## config.mk

```make
export PLATFORM = sky130hd
export DESIGN_NAME = address_resolution_cache_flat
export DESIGN_NICKNAME = d
export VERILOG_FILES = /design/src/design/arc_pkg.sv /design/src/design/arc_channels.sv /design/src/design/arc_store.sv /design/src/design/arc_ctrl.sv /design/src/design/address_resolution_cache.sv /design/src/flat_wrapper.sv
export SDC_FILE = /design/constraint.sdc
export NUM_CORES = 2
export LEC_CHECK = 0
export BUFFER_PORTS_ARGS = -buffer_cell sky130_fd_sc_hd__buf_2
export CAP_MARGIN = 20
export CORE_MARGIN = 1.5
export CORE_UTILIZATION = 34
export DETAILED_ROUTE_END_ITERATION = 8
export SLEW_MARGIN = 20
export SYNTH_ARGS = -nofsm -noshare
export SYNTH_HDL_FRONTEND = slang
export SYNTH_SLANG_ARGS = --single-unit
```

## constraint.sdc

```tcl
create_clock -name clk -period 12 [get_ports clk]
set_input_delay 2.4 -clock clk [delete_from_list [all_inputs] [get_ports clk]]
set_output_delay 2.4 -clock clk [all_outputs]
set_load 0.1 [all_outputs]
```

## src/design/arc_pkg.sv

```systemverilog
package arc_pkg;

  localparam int TABLE_ENTRIES = 16;
  localparam int PA_MAX_BYTES  = 8;

  localparam int IDX_W   = $clog2(TABLE_ENTRIES);
  localparam int CNT_W   = $clog2(TABLE_ENTRIES + 1);
  localparam int MODE_W  = 3;
  localparam int PT_W    = 16;
  localparam int PA_W    = 64;
  localparam int PAL_W   = 4;
  localparam int HA_W    = 48;
  localparam int ST_W    = 3;
  localparam int SHAMT_W = $clog2(PA_W) + 1;
  localparam int PADDR_W = 3;
  localparam int PDATA_W = 32;

  localparam logic [PADDR_W-3:0] REG_TABLE_PTYPE = '0;

  localparam logic [MODE_W-1:0] MODE_ADD     = 3'd0;
  localparam logic [MODE_W-1:0] MODE_REMOVE  = 3'd1;
  localparam logic [MODE_W-1:0] MODE_FIND_PA = 3'd2;
  localparam logic [MODE_W-1:0] MODE_FIND_HA = 3'd3;
  localparam logic [MODE_W-1:0] MODE_UPDATE  = 3'd4;

  localparam logic [ST_W-1:0] ST_OK        = 3'd0;
  localparam logic [ST_W-1:0] ST_NOT_FOUND = 3'd1;
  localparam logic [ST_W-1:0] ST_INVALID   = 3'd2;
  localparam logic [ST_W-1:0] ST_FULL      = 3'd3;
  localparam logic [ST_W-1:0] ST_TYPE      = 3'd4;

  typedef struct packed {
    logic [PA_W-1:0]  pa;
    logic [PAL_W-1:0] len;
    logic [HA_W-1:0]  ha;
  } entry_t;

  typedef struct packed {
    logic [MODE_W-1:0] mode;
    logic [PT_W-1:0]   ptype;
    logic [PA_W-1:0]   pa;
    logic [PAL_W-1:0]  len;
    logic [HA_W-1:0]   ha;
  } req_t;

  typedef struct packed {
    logic [ST_W-1:0]  status;
    logic [PA_W-1:0]  pa;
    logic [PAL_W-1:0] len;
    logic [HA_W-1:0]  ha;
  } rsp_t;

  typedef struct packed {
    logic             we;
    logic [IDX_W-1:0] waddr;
    entry_t           wdata;
    logic             re;
    logic [IDX_W-1:0] raddr;
  } store_req_t;

  // keep the first len bytes, counted from the top
  function automatic logic [PA_W-1:0] pa_mask(input logic [PA_W-1:0] value,
                                              input logic [PAL_W-1:0] len);
    logic [SHAMT_W-1:0] shamt;
    shamt = SHAMT_W'(PA_W) - SHAMT_W'({len, 3'b000});
    return value & ({PA_W{1'b1}} << shamt);
  endfunction

endpackage

```

## src/design/arc_channels.sv

```systemverilog
interface arc_in_if import arc_pkg::*; ();
  logic              valid;
  logic              ready;
  logic [MODE_W-1:0] mode;
  logic [PT_W-1:0]   ptype;
  logic [PA_W-1:0]   pa_value;
  logic [PAL_W-1:0]  pa_length;
  logic [HA_W-1:0]   ha_value;

  modport source (output valid, mode, ptype, pa_value, pa_length, ha_value, input ready);
  modport sink (input valid, mode, ptype, pa_value, pa_length, ha_value, output ready);
endinterface

interface arc_out_if import arc_pkg::*; ();
  logic             valid;
  logic             ready;
  logic [ST_W-1:0]  status;
  logic [PA_W-1:0]  found_pa;
  logic [PAL_W-1:0] found_pa_length;
  logic [HA_W-1:0]  found_ha;

  modport source (output valid, status, found_pa, found_pa_length, found_ha, input ready);
  modport sink (input valid, status, found_pa, found_pa_length, found_ha, output ready);
endinterface

```

## src/design/arc_store.sv

```systemverilog
module arc_store import arc_pkg::*; (
  input  logic       clk,
  input  store_req_t st_req,
  output entry_t     rd_data
);

  entry_t mem [TABLE_ENTRIES];
  entry_t rd_data_r;

  always_ff @(posedge clk) begin
    if (st_req.we) begin
      mem[st_req.waddr] <= st_req.wdata;
    end
  end

  always_ff @(posedge clk) begin
    if (st_req.re) begin
      rd_data_r <= mem[st_req.raddr];
    end
  end

  assign rd_data = rd_data_r;

endmodule

```

## src/design/arc_ctrl.sv

```systemverilog
module arc_ctrl import arc_pkg::*; (
  input  logic             clk,
  input  logic             rst_n,
  input  logic             in_valid,
  output logic             in_ready,
  input  req_t             in_req,
  output logic             out_valid,
  input  logic             out_ready,
  output rsp_t             out_rsp,
  input  logic [PT_W-1:0]  table_ptype,
  output store_req_t       st_req,
  input  entry_t           rd_data
);

  localparam logic [2:0] S_IDLE  = 3'd0;
  localparam logic [2:0] S_SCAN  = 3'd1;
  localparam logic [2:0] S_ACT   = 3'd2;
  localparam logic [2:0] S_SHIFT = 3'd3;
  localparam logic [2:0] S_FIN   = 3'd4;

  logic [2:0]       state_r, state_nxt;
  req_t             req_r, req_nxt;
  logic [CNT_W-1:0] cnt_r, cnt_nxt;
  logic [IDX_W-1:0] scan_idx_r, scan_idx_nxt;
  logic             issue_done_r, issue_done_nxt;
  logic             cmp_v_r, cmp_v_nxt;
  logic [IDX_W-1:0] cmp_idx_r, cmp_idx_nxt;
  logic             hit_r, hit_nxt;
  logic [IDX_W-1:0] hit_idx_r, hit_idx_nxt;
  entry_t           hit_ent_r, hit_ent_nxt;
  logic [IDX_W-1:0] sh_idx_r, sh_idx_nxt;
  rsp_t             rsp_r, rsp_nxt;
  logic             out_valid_r, out_valid_nxt;
  rsp_t             out_rsp_r, out_rsp_nxt;

  logic             accept;
  logic             pa_eq;
  logic             ha_eq;
  logic             match;
  logic             len_bad;
  logic [CNT_W-1:0] last_c;
  entry_t           new_ent;
  entry_t           upd_ent;

  assign in_ready  = (state_r == S_IDLE);
  assign accept    = in_valid && in_ready;
  assign out_valid = out_valid_r;
  assign out_rsp   = out_rsp_r;

  assign pa_eq   = (rd_data.len == req_r.len) && (rd_data.pa == req_r.pa);
  assign ha_eq   = (rd_data.ha == req_r.ha);
  assign len_bad = (in_req.mode != MODE_FIND_PA) &&
                   ((in_req.len == '0) || (in_req.len > PAL_W'(PA_MAX_BYTES)));
  assign last_c  = cnt_r - CNT_W'(1);
  assign new_ent = '{pa: req_r.pa, len: req_r.len, ha: req_r.ha};
  assign upd_ent = '{pa: hit_ent_r.pa, len: hit_ent_r.len, ha: req_r.ha};

  always_comb begin
    priority if (req_r.mode == MODE_ADD || req_r.mode == MODE_REMOVE) begin
      match = pa_eq && ha_eq;
    end else if (req_r.mode == MODE_FIND_PA) begin
      match = ha_eq;
    end else begin
      match = pa_eq;
    end
  end

  always_comb begin
    state_nxt      = state_r;
    req_nxt        = req_r;
    cnt_nxt        = cnt_r;
    scan_idx_nxt   = scan_idx_r;
    issue_done_nxt = issue_done_r;
    cmp_v_nxt      = cmp_v_r;
    cmp_idx_nxt    = cmp_idx_r;
    hit_nxt        = hit_r;
    hit_idx_nxt    = hit_idx_r;
    hit_ent_nxt    = hit_ent_r;
    sh_idx_nxt     = sh_idx_r;
    rsp_nxt        = rsp_r;
    out_valid_nxt  = out_valid_r && !out_ready;
    out_rsp_nxt    = out_rsp_r;
    st_req         = '0;

    unique case (state_r)
      S_IDLE: begin
        if (accept) begin
          req_nxt        = in_req;
          req_nxt.pa     = pa_mask(in_req.pa, in_req.len);
          hit_nxt        = 1'b0;
          cmp_v_nxt      = 1'b0;
          issue_done_nxt = 1'b0;
          scan_idx_nxt   = last_c[IDX_W-1:0];
          rsp_nxt        = '0;
          priority if (in_req.mode > MODE_UPDATE) begin
            rsp_nxt.status = ST_INVALID;
            state_nxt      = S_FIN;
          end else if (len_bad) begin
            rsp_nxt.status = ST_INVALID;
            state_nxt      = S_FIN;
          end else if (in_req.ptype != table_ptype) begin
            rsp_nxt.status = ST_TYPE;
            state_nxt      = S_FIN;
          end else if (cnt_r == '0) begin
            state_nxt = S_ACT;
          end else begin
            state_nxt = S_SCAN;
          end
        end
      end

      // newest first: issue one read a cycle, compare the previous one
      S_SCAN: begin
        st_req.re    = !issue_done_r;
        st_req.raddr = scan_idx_r;
        cmp_v_nxt    = !issue_done_r;
        cmp_idx_nxt  = scan_idx_r;
        if (!issue_done_r) begin
          if (scan_idx_r == '0) begin
            issue_done_nxt = 1'b1;
          end else begin
            scan_idx_nxt = scan_idx_r - IDX_W'(1);
          end
        end
        if (cmp_v_r) begin
          if (match) begin
            hit_nxt     = 1'b1;
            hit_idx_nxt = cmp_idx_r;
            hit_ent_nxt = rd_data;
            cmp_v_nxt   = 1'b0;
            state_nxt   = S_ACT;
          end else if (cmp_idx_r == '0) begin
            cmp_v_nxt = 1'b0;
            state_nxt = S_ACT;
          end
        end
      end

      S_ACT: begin
        state_nxt = S_FIN;
        rsp_nxt   = '0;
        unique case (req_r.mode)
          MODE_ADD: begin
            if (hit_r) begin
              rsp_nxt = {ST_OK, hit_ent_r};
            end else if (cnt_r == CNT_W'(TABLE_ENTRIES)) begin
              rsp_nxt.status = ST_FULL;
            end else begin
              st_req.we    = 1'b1;
              st_req.waddr = cnt_r[IDX_W-1:0];
              st_req.wdata = new_ent;
              cnt_nxt      = cnt_r + CNT_W'(1);
              rsp_nxt      = {ST_OK, new_ent};
            end
          end
          MODE_REMOVE: begin
            if (!hit_r) begin
              rsp_nxt.status = ST_NOT_FOUND;
            end else begin
              rsp_nxt    = {ST_OK, hit_ent_r};
              sh_idx_nxt = hit_idx_r;
              if (CNT_W'(hit_idx_r) == last_c) begin
                cnt_nxt = last_c;
              end else begin
                st_req.re    = 1'b1;
                st_req.raddr = hit_idx_r + IDX_W'(1);
                state_nxt    = S_SHIFT;
              end
            end
          end
          MODE_FIND_PA, MODE_FIND_HA: begin
            if (hit_r) begin
              rsp_nxt = {ST_OK, hit_ent_r};
            end else begin
              rsp_nxt.status = ST_NOT_FOUND;
            end
          end
          MODE_UPDATE: begin
            if (hit_r) begin
              st_req.we    = 1'b1;
              st_req.waddr = hit_idx_r;
              st_req.wdata = upd_ent;
              rsp_nxt      = {ST_OK, upd_ent};
            end else begin
              rsp_nxt.status = ST_NOT_FOUND;
            end
          end
          default: begin
            rsp_nxt.status = ST_INVALID;
          end
        endcase
      end

      // move younger entries down one slot
      S_SHIFT: begin
        st_req.we    = 1'b1;
        st_req.waddr = sh_idx_r;
        st_req.wdata = rd_data;
        if (CNT_W'(sh_idx_r) + CNT_W'(1) == last_c) begin
          cnt_nxt   = last_c;
          state_nxt = S_FIN;
        end else begin
          sh_idx_nxt   = sh_idx_r + IDX_W'(1);
          st_req.re    = 1'b1;
          st_req.raddr = sh_idx_r + IDX_W'(2);
        end
      end

      S_FIN: begin
        if (!out_valid_r || out_ready) begin
          out_valid_nxt = 1'b1;
          out_rsp_nxt   = rsp_r;
          state_nxt     = S_IDLE;
        end
      end

      default: begin
        state_nxt = S_IDLE;
      end
    endcase
  end

  always_ff @(posedge clk) begin
    if (!rst_n) begin
      state_r      <= S_IDLE;
      cnt_r        <= '0;
      issue_done_r <= 1'b0;
      cmp_v_r      <= 1'b0;
      hit_r        <= 1'b0;
      out_valid_r  <= 1'b0;
    end else begin
      state_r      <= state_nxt;
      cnt_r        <= cnt_nxt;
      issue_done_r <= issue_done_nxt;
      cmp_v_r      <= cmp_v_nxt;
      hit_r        <= hit_nxt;
      out_valid_r  <= out_valid_nxt;
    end
  end

  always_ff @(posedge clk) begin
    req_r      <= req_nxt;
    scan_idx_r <= scan_idx_nxt;
    cmp_idx_r  <= cmp_idx_nxt;
    hit_idx_r  <= hit_idx_nxt;
    hit_ent_r  <= hit_ent_nxt;
    sh_idx_r   <= sh_idx_nxt;
    rsp_r      <= rsp_nxt;
    out_rsp_r  <= out_rsp_nxt;
  end

endmodule

```

## src/design/address_resolution_cache.sv

```systemverilog
// Address resolution cache: up to TABLE_ENTRIES protocol/hardware address
// pairs for one protocol type, kept oldest first in a table with one read and one write port.
// in_ch takes one request item (mode, ptype, pa_value, pa_length, ha_value);
// out_ch returns exactly one result item per request.
// The APB port holds table_ptype at address 0; pready is always high.
// One item at a time: in_ch.ready is high only while the block is idle.
// Path from accept to out_ch.valid:
//   rejected request (bad mode, length or type): straight to the result
//   any request on an empty table: no scan, straight to the table action
//   lookup: entries scanned newest first, one per cycle, then the action
//   remove hit: then younger entries are shifted down one slot at a time
// The next item can be taken in the same cycle as the result appears.
// The table RAM (one read, one write port) sets the one-entry-per-cycle pace.
// Reset empties the table and clears table_ptype to zero.
// The result sits in an output register; a new item may be accepted while it
// waits. If out_ch stalls, the next result holds back until the slot frees.
module address_resolution_cache import arc_pkg::*; (
  input  logic                clk,
  input  logic                rst_n,
  arc_in_if.sink              in_ch,
  arc_out_if.source           out_ch,
  input  logic                psel,
  input  logic                penable,
  input  logic                pwrite,
  input  logic [PADDR_W-1:0]  paddr,
  input  logic [PDATA_W-1:0]  pwdata,
  output logic [PDATA_W-1:0]  prdata,
  output logic                pready
);

  logic [PT_W-1:0] table_ptype_r;
  logic            reg_sel;
  req_t            in_req;
  rsp_t            out_rsp;
  store_req_t      st_req;
  entry_t          rd_data;

  assign reg_sel = (paddr[PADDR_W-1:2] == REG_TABLE_PTYPE);
  assign pready  = 1'b1;
  assign prdata  = reg_sel ? PDATA_W'(table_ptype_r) : '0;

  always_ff @(posedge clk) begin
    if (!rst_n) begin
      table_ptype_r <= '0;
    end else if (psel && penable && pwrite && reg_sel) begin
      table_ptype_r <= pwdata[PT_W-1:0];
    end
  end

  assign in_req = '{mode: in_ch.mode, ptype: in_ch.ptype, pa: in_ch.pa_value,
                    len: in_ch.pa_length, ha: in_ch.ha_value};

  assign out_ch.status          = out_rsp.status;
  assign out_ch.found_pa        = out_rsp.pa;
  assign out_ch.found_pa_length = out_rsp.len;
  assign out_ch.found_ha        = out_rsp.ha;

  arc_ctrl u_ctrl (
    .clk         (clk),
    .rst_n       (rst_n),
    .in_valid    (in_ch.valid),
    .in_ready    (in_ch.ready),
    .in_req      (in_req),
    .out_valid   (out_ch.valid),
    .out_ready   (out_ch.ready),
    .out_rsp     (out_rsp),
    .table_ptype (table_ptype_r),
    .st_req      (st_req),
    .rd_data     (rd_data)
  );

  arc_store u_store (
    .clk     (clk),
    .st_req  (st_req),
    .rd_data (rd_data)
  );

endmodule

```

## src/flat_wrapper.sv

```systemverilog
// flat-port wrapper written by rule: the top's interface ports become plain ports
module address_resolution_cache_flat import arc_pkg::*;
  (clk, rst_n, psel, penable, pwrite, paddr, pwdata, prdata, pready, in_ch_valid, in_ch_mode, in_ch_ptype, in_ch_pa_value, in_ch_pa_length, in_ch_ha_value, in_ch_ready, out_ch_valid, out_ch_status, out_ch_found_pa, out_ch_found_pa_length, out_ch_found_ha, out_ch_ready);
  arc_in_if in_ch_i ();
  arc_out_if out_ch_i ();
  input  logic clk;
  input  logic rst_n;
  input  logic psel;
  input  logic penable;
  input  logic pwrite;
  input  logic [PADDR_W-1:0] paddr;
  input  logic [PDATA_W-1:0] pwdata;
  output logic [PDATA_W-1:0] prdata;
  output logic pready;
  input wire logic [$bits(in_ch_i.valid)-1:0] in_ch_valid;
  input wire logic [$bits(in_ch_i.mode)-1:0] in_ch_mode;
  input wire logic [$bits(in_ch_i.ptype)-1:0] in_ch_ptype;
  input wire logic [$bits(in_ch_i.pa_value)-1:0] in_ch_pa_value;
  input wire logic [$bits(in_ch_i.pa_length)-1:0] in_ch_pa_length;
  input wire logic [$bits(in_ch_i.ha_value)-1:0] in_ch_ha_value;
  output wire logic [$bits(in_ch_i.ready)-1:0] in_ch_ready;
  output wire logic [$bits(out_ch_i.valid)-1:0] out_ch_valid;
  output wire logic [$bits(out_ch_i.status)-1:0] out_ch_status;
  output wire logic [$bits(out_ch_i.found_pa)-1:0] out_ch_found_pa;
  output wire logic [$bits(out_ch_i.found_pa_length)-1:0] out_ch_found_pa_length;
  output wire logic [$bits(out_ch_i.found_ha)-1:0] out_ch_found_ha;
  input wire logic [$bits(out_ch_i.ready)-1:0] out_ch_ready;
  assign in_ch_i.valid = in_ch_valid;
  assign in_ch_i.mode = in_ch_mode;
  assign in_ch_i.ptype = in_ch_ptype;
  assign in_ch_i.pa_value = in_ch_pa_value;
  assign in_ch_i.pa_length = in_ch_pa_length;
  assign in_ch_i.ha_value = in_ch_ha_value;
  assign in_ch_ready = in_ch_i.ready;
  assign out_ch_valid = out_ch_i.valid;
  assign out_ch_status = out_ch_i.status;
  assign out_ch_found_pa = out_ch_i.found_pa;
  assign out_ch_found_pa_length = out_ch_i.found_pa_length;
  assign out_ch_found_ha = out_ch_i.found_ha;
  assign out_ch_i.ready = out_ch_ready;
  address_resolution_cache u_core (.clk(clk), .rst_n(rst_n), .in_ch(in_ch_i), .out_ch(out_ch_i), .psel(psel), .penable(penable), .pwrite(pwrite), .paddr(paddr), .pwdata(pwdata), .prdata(prdata), .pready(pready));
endmodule
```

After elaboration in Yosys (flattened, before gate mapping)
Memory sizes are Yosys's and may differ from the RTL's. A register that Yosys moved wholly into a read port is not among the register bits. Index checks and enable logic that the tools add are counted.

Memories kept: 1. Input port bits: 177. Bits in writable memories: 1856. Output and inout bits: 154. Register bits: 517.

Shift-type cells: 1. $add $sub $neg: 8. Reduce and logical (&&, ||, !) cells: 35. Mux-type cells: 70. Order comparisons: 2. Bitwise logic cells: 2. Equal/unequal tests: 32.

Memory list: u_core.u_store.mem (words 16, bits a word 116, rd ports 1, clocked after Yosys merged registers in 1, wr ports 1, RTL line arc_store.sv:7) `entry_t mem [TABLE_ENTRIES];`.

Operator list (number): one-hot mux 121 bit (2 select lines) (2); 2-to-1 mux 121 bit (3); 2-to-1 mux 116 bit (3); one-hot mux 116 bit (3 select lines) (1); 2-to-1 mux 119 bit (2); one-hot mux 119 bit (2 select lines) (1); bitwise AND 64 bit (1); == test 64 bit (1); << shifter 64 x 7 -> 64 bit, first input constant (1); == test 48 bit (1); 2-to-1 mux 3 bit (15); 2-to-1 mux 5 bit (9); 2-to-1 mux 4 bit (6); one-hot mux 5 bit (2 select lines) (2); inequality test 2 bit, second input constant (9); inequality test 3 bit, second input constant (6); 2-to-1 mux 16 bit (1); inequality test 16 bit (1); one-hot mux 4 bit (2 select lines) (2); 2-to-1 mux 1 bit (15); one-hot mux 3 bit (5 select lines) (1); one-hot mux 5 bit (3 select lines) (1); == test 3 x 2 -> 1 bit, second input constant (4); zero test 4 bit (3); other kinds (34) (59).

Depth between registers and ports, before layout
Depth in word-level cells: 7. Mapped depth: 15. Depth with buffers taken out: 9.

Modules after synthesis
From an unflattened synthesis, not the netlist that was laid out.

Cells, all modules: 4683. Area total of the unflattened synthesis: 95601.7 sq um.

Modules (own cells, without submodules): arc_store (sequential area each 59216.8 sq um, cells each 2966, instances 1, area an instance 73108.9 sq um); arc_ctrl (sequential area each 14924.3 sq um, cells each 1611, instances 1, area an instance 21585.7 sq um); address_resolution_cache (sequential area each 320.3 sq um, cells each 106, instances 1, area an instance 907.1 sq um).

Worst setup path before layout
OpenSTA, ideal clock, no wires.

Path kind: reg-to-reg. From: reg u_core.u_ctrl.state_r[0]. To: reg u_core.u_ctrl.rsp_r[0] (netlist name), enable pin. Data arrival time: 9175 ps. Stages on the path, launching flop included: 5. Period minus slack after synthesis: 9937 ps. Path buffers: 3. Path slack: 2063 ps. Data required time: 11238 ps. Path through: dfxtp_1 > buf_2 > clkbuf_1 > clkbuf_1 > o21ai_0.

Longest elaborated chain between the ends: 4.

Ends and longest elaborated chain: from (decl) (RTL line arc_ctrl.sv:21) `logic [2:0] state_r, state_nxt;`; from (signal assigned) (RTL line arc_ctrl.sv:232) `state_r <= state_nxt;`; zero test 3 bit (RTL line arc_ctrl.sv:45, arc_ctrl.sv:85); logical AND 1 bit (RTL line arc_ctrl.sv:46) `assign accept = in_valid && in_ready;`; inequality test 2 x 1 -> 1 bit (no source line); AND reduction 2 bit (no source line) *; to (signal assigned) (RTL line arc_ctrl.sv:248) `rsp_r <= rsp_nxt;`; to (decl) (RTL line arc_ctrl.sv:32) `rsp_t rsp_r, rsp_nxt;`.

Every way passes the cells marked *; elsewhere a longest branch is shown, timed or not. A chain may end at the register's enable or synchronous reset.

Final worst setup path
From: reg u_core.u_ctrl.cnt_r[0]. To: reg u_core.u_store.rd_data[54] (netlist name).

Longest elaborated chain between the ends: 6.

Ends and longest elaborated chain: from (decl) (RTL line arc_ctrl.sv:23) `logic [CNT_W-1:0] cnt_r, cnt_nxt;`; from (signal assigned) (RTL line arc_ctrl.sv:233) `cnt_r <= cnt_nxt;`; subtractor 5 x 1 -> 5 bit * (RTL line arc_ctrl.sv:54) `assign last_c = cnt_r - CNT_W'(1);`; == test 4 x 5 -> 1 bit (RTL line arc_ctrl.sv:162) `if (CNT_W'(hit_idx_r) == last_c) begin`; 2-to-1 mux 5 bit (RTL line arc_ctrl.sv:162); 2-to-1 mux 5 bit (RTL line arc_ctrl.sv:157) `if (!hit_r) begin`; 2-to-1 mux 5 bit (RTL line arc_ctrl.sv:142) `unique case (req_r.mode)`; one-hot mux 5 bit (3 select lines) * (RTL line arc_ctrl.sv:85) `unique case (state_r)`.

Marked as above.

==> results.yml <==
route:
  drt_iter0_drc: 7961
  drc: 0
  dr.pass1.iters: 6
  wirelength_um: 313800
  wl_per_cell_um: 29.83
  vias: 63458
  via_per_inst: 6.034
  ant_nets: 0
pwr:
  clkPwrFrac: 0.289
  p_leak_nw: 36.55
  combPwrFrac: 0.272
  switchingPower_mw: 8.692
  swShare: 0.3474
  internal_power_mw: 16.33
  seqPwrFrac: 0.439
  p_per_area_nw_per_um2: 217.5
  ir_drop_uv: 214.1
outcome:
  status: "completed"
sta:
  skew_ps: 67.65
  whs_ps: 404.1
  finalWorstSetupSlack_ps: 4984
  tightest_slew_ps: 1209
  slew_headroom: 0.1939
  rsz0062_at_grt: "no"
  setup_viol: 0
  tns_ps: 0
  fin_crit_sh: 0.5847
  hold_violations: 0
  fmax_mhz: 142.5
  final.min_clock_period_ps: 7016
  drv_slew: 0
yosys:
  synth-seq-area-share: 0.7299
  ys_types: 71
  yosysWarnings: 0
  syn_inst: 6304
  ys_ff_latch: 2489
  avgSynthCellArea_um2: 16.18
  async_flop_share: 0
  synth_edf_count: 2461
  syn_area_um2: 102000
  synth_ff_type: "edfxtp_1"
critical_path:
  crit_fanout: 61
  arrival_ps: 7610
  worstSetupEndpointType: "flop"
  r2r_end: "u_core.u_store.rd_data[54]"
  reg2regPathDepth: 12
  reg2reg_from: "u_core.u_ctrl.cnt_r[0]"
  setup.worst_path.class: "flop to flop"
  required_ps: 12590
  cp-start-kind: "flop"
  r2r_setup_slack_ps: 4980
place:
  post-place-ws_ps: 5120
  place_area_um2: 107600
  dpl.hpwl_um: 159800
  dp_cells: 10081
  gp_congestion: 0.8180
  place.port_buffers: 295
floorplanning:
  die_y_um: 550.8
  core_area_um2: 297800
  die_area_um2: 303400
  die_w_um: 550.8
  rows: 200
  io_pins: 331
  initial_core_util: 0.3426
hold_path:
  hp-start: "u_core.u_ctrl.rsp_r[77]"
  hp-class: "flop to flop"
  whs_path_depth: 0
  holdPathEnd: "u_core.u_ctrl.out_rsp[77]"
grt:
  grt_pass1_vias: 61794
  grt_usage: 0.1990
  grt_overflow: 0
  grt_max_degree: 179
  grt_pass1_wl_um: 446000
  antenna_found_initial: 27
cells_and_area:
  final_common_cell: "edfxtp_1"
  fillCellCount: 27171
  regArea_um2: 74470
  most-common-layout-cells: "2461 x edfxtp_1, 469 x mux2i_1, 350 x o31ai_1"
  drive_gt1_frac: 0.1440
  postLayoutCellArea_um2: 115000
  syn_to_final_growth_pct: 12.76
  stdcell_count: 10517
  multi_input_area_um2: 25320
  layout.nets: 6575
cts:
  clkTransAtPathRegs_ps: 60
  cts_setup_buffers: 0
  hold_buffers: 0
  cts_resized: 0
  cts_tree: "built"
  cts-root-buf: "clkbuf_16"
  cts_inserted_buffers: 242
  clock_latency_ps: 920
  cts_sinks: 2489
  cts_buffer_depth: 4
  htree_levels: 4
run:
  cap_violations: 0
-- cell usage after synthesis, types with 45 or more instances --
master / n / area [um2]
mux2_2: 119 / 1340
a32oi_1: 45 / 394.1
a2111o_1: 116 / 1306
and2_1: 52 / 325.3
a22o_1: 51 / 446.7
nand2_1: 159 / 596.8
a2111oi_0: 349 / 3057
clkbuf_1: 508 / 1907
mux2i_1: 469 / 4695
a22oi_1: 95 / 713.2
o21ai_0: 54 / 270.3
nor2_1: 156 / 585.6
buf_2: 69 / 345.3
or3_1: 119 / 744.5
a21oi_1: 99 / 495.5
o31ai_1: 350 / 2628
o2111ai_1: 348 / 3048
o22ai_1: 235 / 1470
edfxtp_1: 2461 / 73900
xor2_1: 112 / 980.9
-- power by group through the flow --
| stage | Clock (mW) | Sequential, mW | Combinational, mW |
|---|---|---|---|
| 2_1_floorplan | 0 | 12.0 | 3.64 |
| 3_3_place_gp | 0 | 11.1 | 6.64 |
| 3_5_place_dp | 0 | 11.1 | 6.70 |
| 4_1_cts | 7.33 | 11.0 | 6.71 |
| 5_1_grt | 7.64 | 11.0 | 7.12 |
| 6_report | 7.23 | 11.0 | 6.80 |
-- per-stage QoR --
step	util	total power [mW]
after floorplan	-	15.64
after detailed placement	0.3615	17.84
after global placement	0.3614	17.78
final	0.3863	25.02
after global routing	0.3863	25.78
after CTS	0.3861	25.01
-- logic make-up (layout without fill, tap and decap cells) --
| group | Yosys count | in the layout | share of synthesized area |
|---|---|---|---|
| compound gates | 1776 | 1776 | 0.1387 |
| xor+xnor | 155 | 155 | 0.01386 |
| fa+ha+maj | 10 | 10 | 0.001226 |
| buf+inv | 651 | 908 | 0.02610 |
| flops | 2489 | 2489 | 0.7299 |
| mux | 588 | 588 | 0.05915 |
| other cells | 2 | 19 | 0.00007361 |
| simple gates | 633 | 633 | 0.03100 |
-- layer usage --
layer  up-vias  track usage  wire (um)
li1      26460            -          -
met1     32510       0.2687     126000
met2      3783       0.3149     144400
met3       681      0.04107      31420
met4        24      0.07606      11750
met5         -            0        155
-- final cells by class --
type,count,area share
Antenna cell,2,0.00004350
Clock buffer,302,0.05505
Clock inverter,130,0.008701
Inverter,22,0.0008266
Multi-Input combinational cell,3179,0.2201
Sequential cell,2489,0.6473
Tap cell,3939,0.04284
Timing Repair Buffer,454,0.02516
-- registers in the layout, summed over array words and instances, names as in the netlist, 3 cells and up --
| register | count |
|---|---|
| u_core.u_store.mem | 1856 |
| u_core.u_ctrl.out_rsp | 119 |
| u_core.u_ctrl.rsp_r | 119 |
| u_core.u_ctrl.hit_ent_r | 116 |
| u_core.u_ctrl.new_ent | 116 |
| u_core.u_store.rd_data | 116 |
| u_core.table_ptype_r | 16 |
| u_core.u_ctrl.cnt_r | 5 |
| u_core.u_ctrl.cmp_idx_r | 4 |
| u_core.u_ctrl.hit_idx_r | 4 |
| u_core.u_ctrl.scan_idx_r | 4 |
| u_core.u_ctrl.sh_idx_r | 4 |
| u_core.u_ctrl.req_r | 3 |
| u_core.u_ctrl.state_r | 3 |
-- worst max-delay path, stage by stage, from the launching register on --
cell,delay [ps]
dfxtp_1,470
inv_1,120
ha_1,270
or3b_1,450
a2111oi_2,900
a31o_4,270
buf_4,730
o221a_4,840
buf_4,870
buf_4,680
a2111oi_0,210
a2111o_1,390
or3_1,420
-- worst max path at each step --
stage                                             to  depth (start not counted)  slack [ps]                startpoint
after detailed placement  u_core.u_store.rd_data[84]                         12        5120    u_core.u_ctrl.cnt_r[0]
after CTS                 u_core.u_store.rd_data[84]                         12        5080    u_core.u_ctrl.cnt_r[0]
final                     u_core.u_store.rd_data[54]                         12        4980    u_core.u_ctrl.cnt_r[0]
after global placement    u_core.u_store.rd_data[89]                         12        5220    u_core.u_ctrl.cnt_r[0]
after floorplan               u_core.u_ctrl.rsp_r[0]                          4        2060  u_core.u_ctrl.state_r[0]
after global routing      u_core.u_store.rd_data[84]                         13        4890    u_core.u_ctrl.cnt_r[0]
No activity file was read; power rests on OpenSTA's default activity.
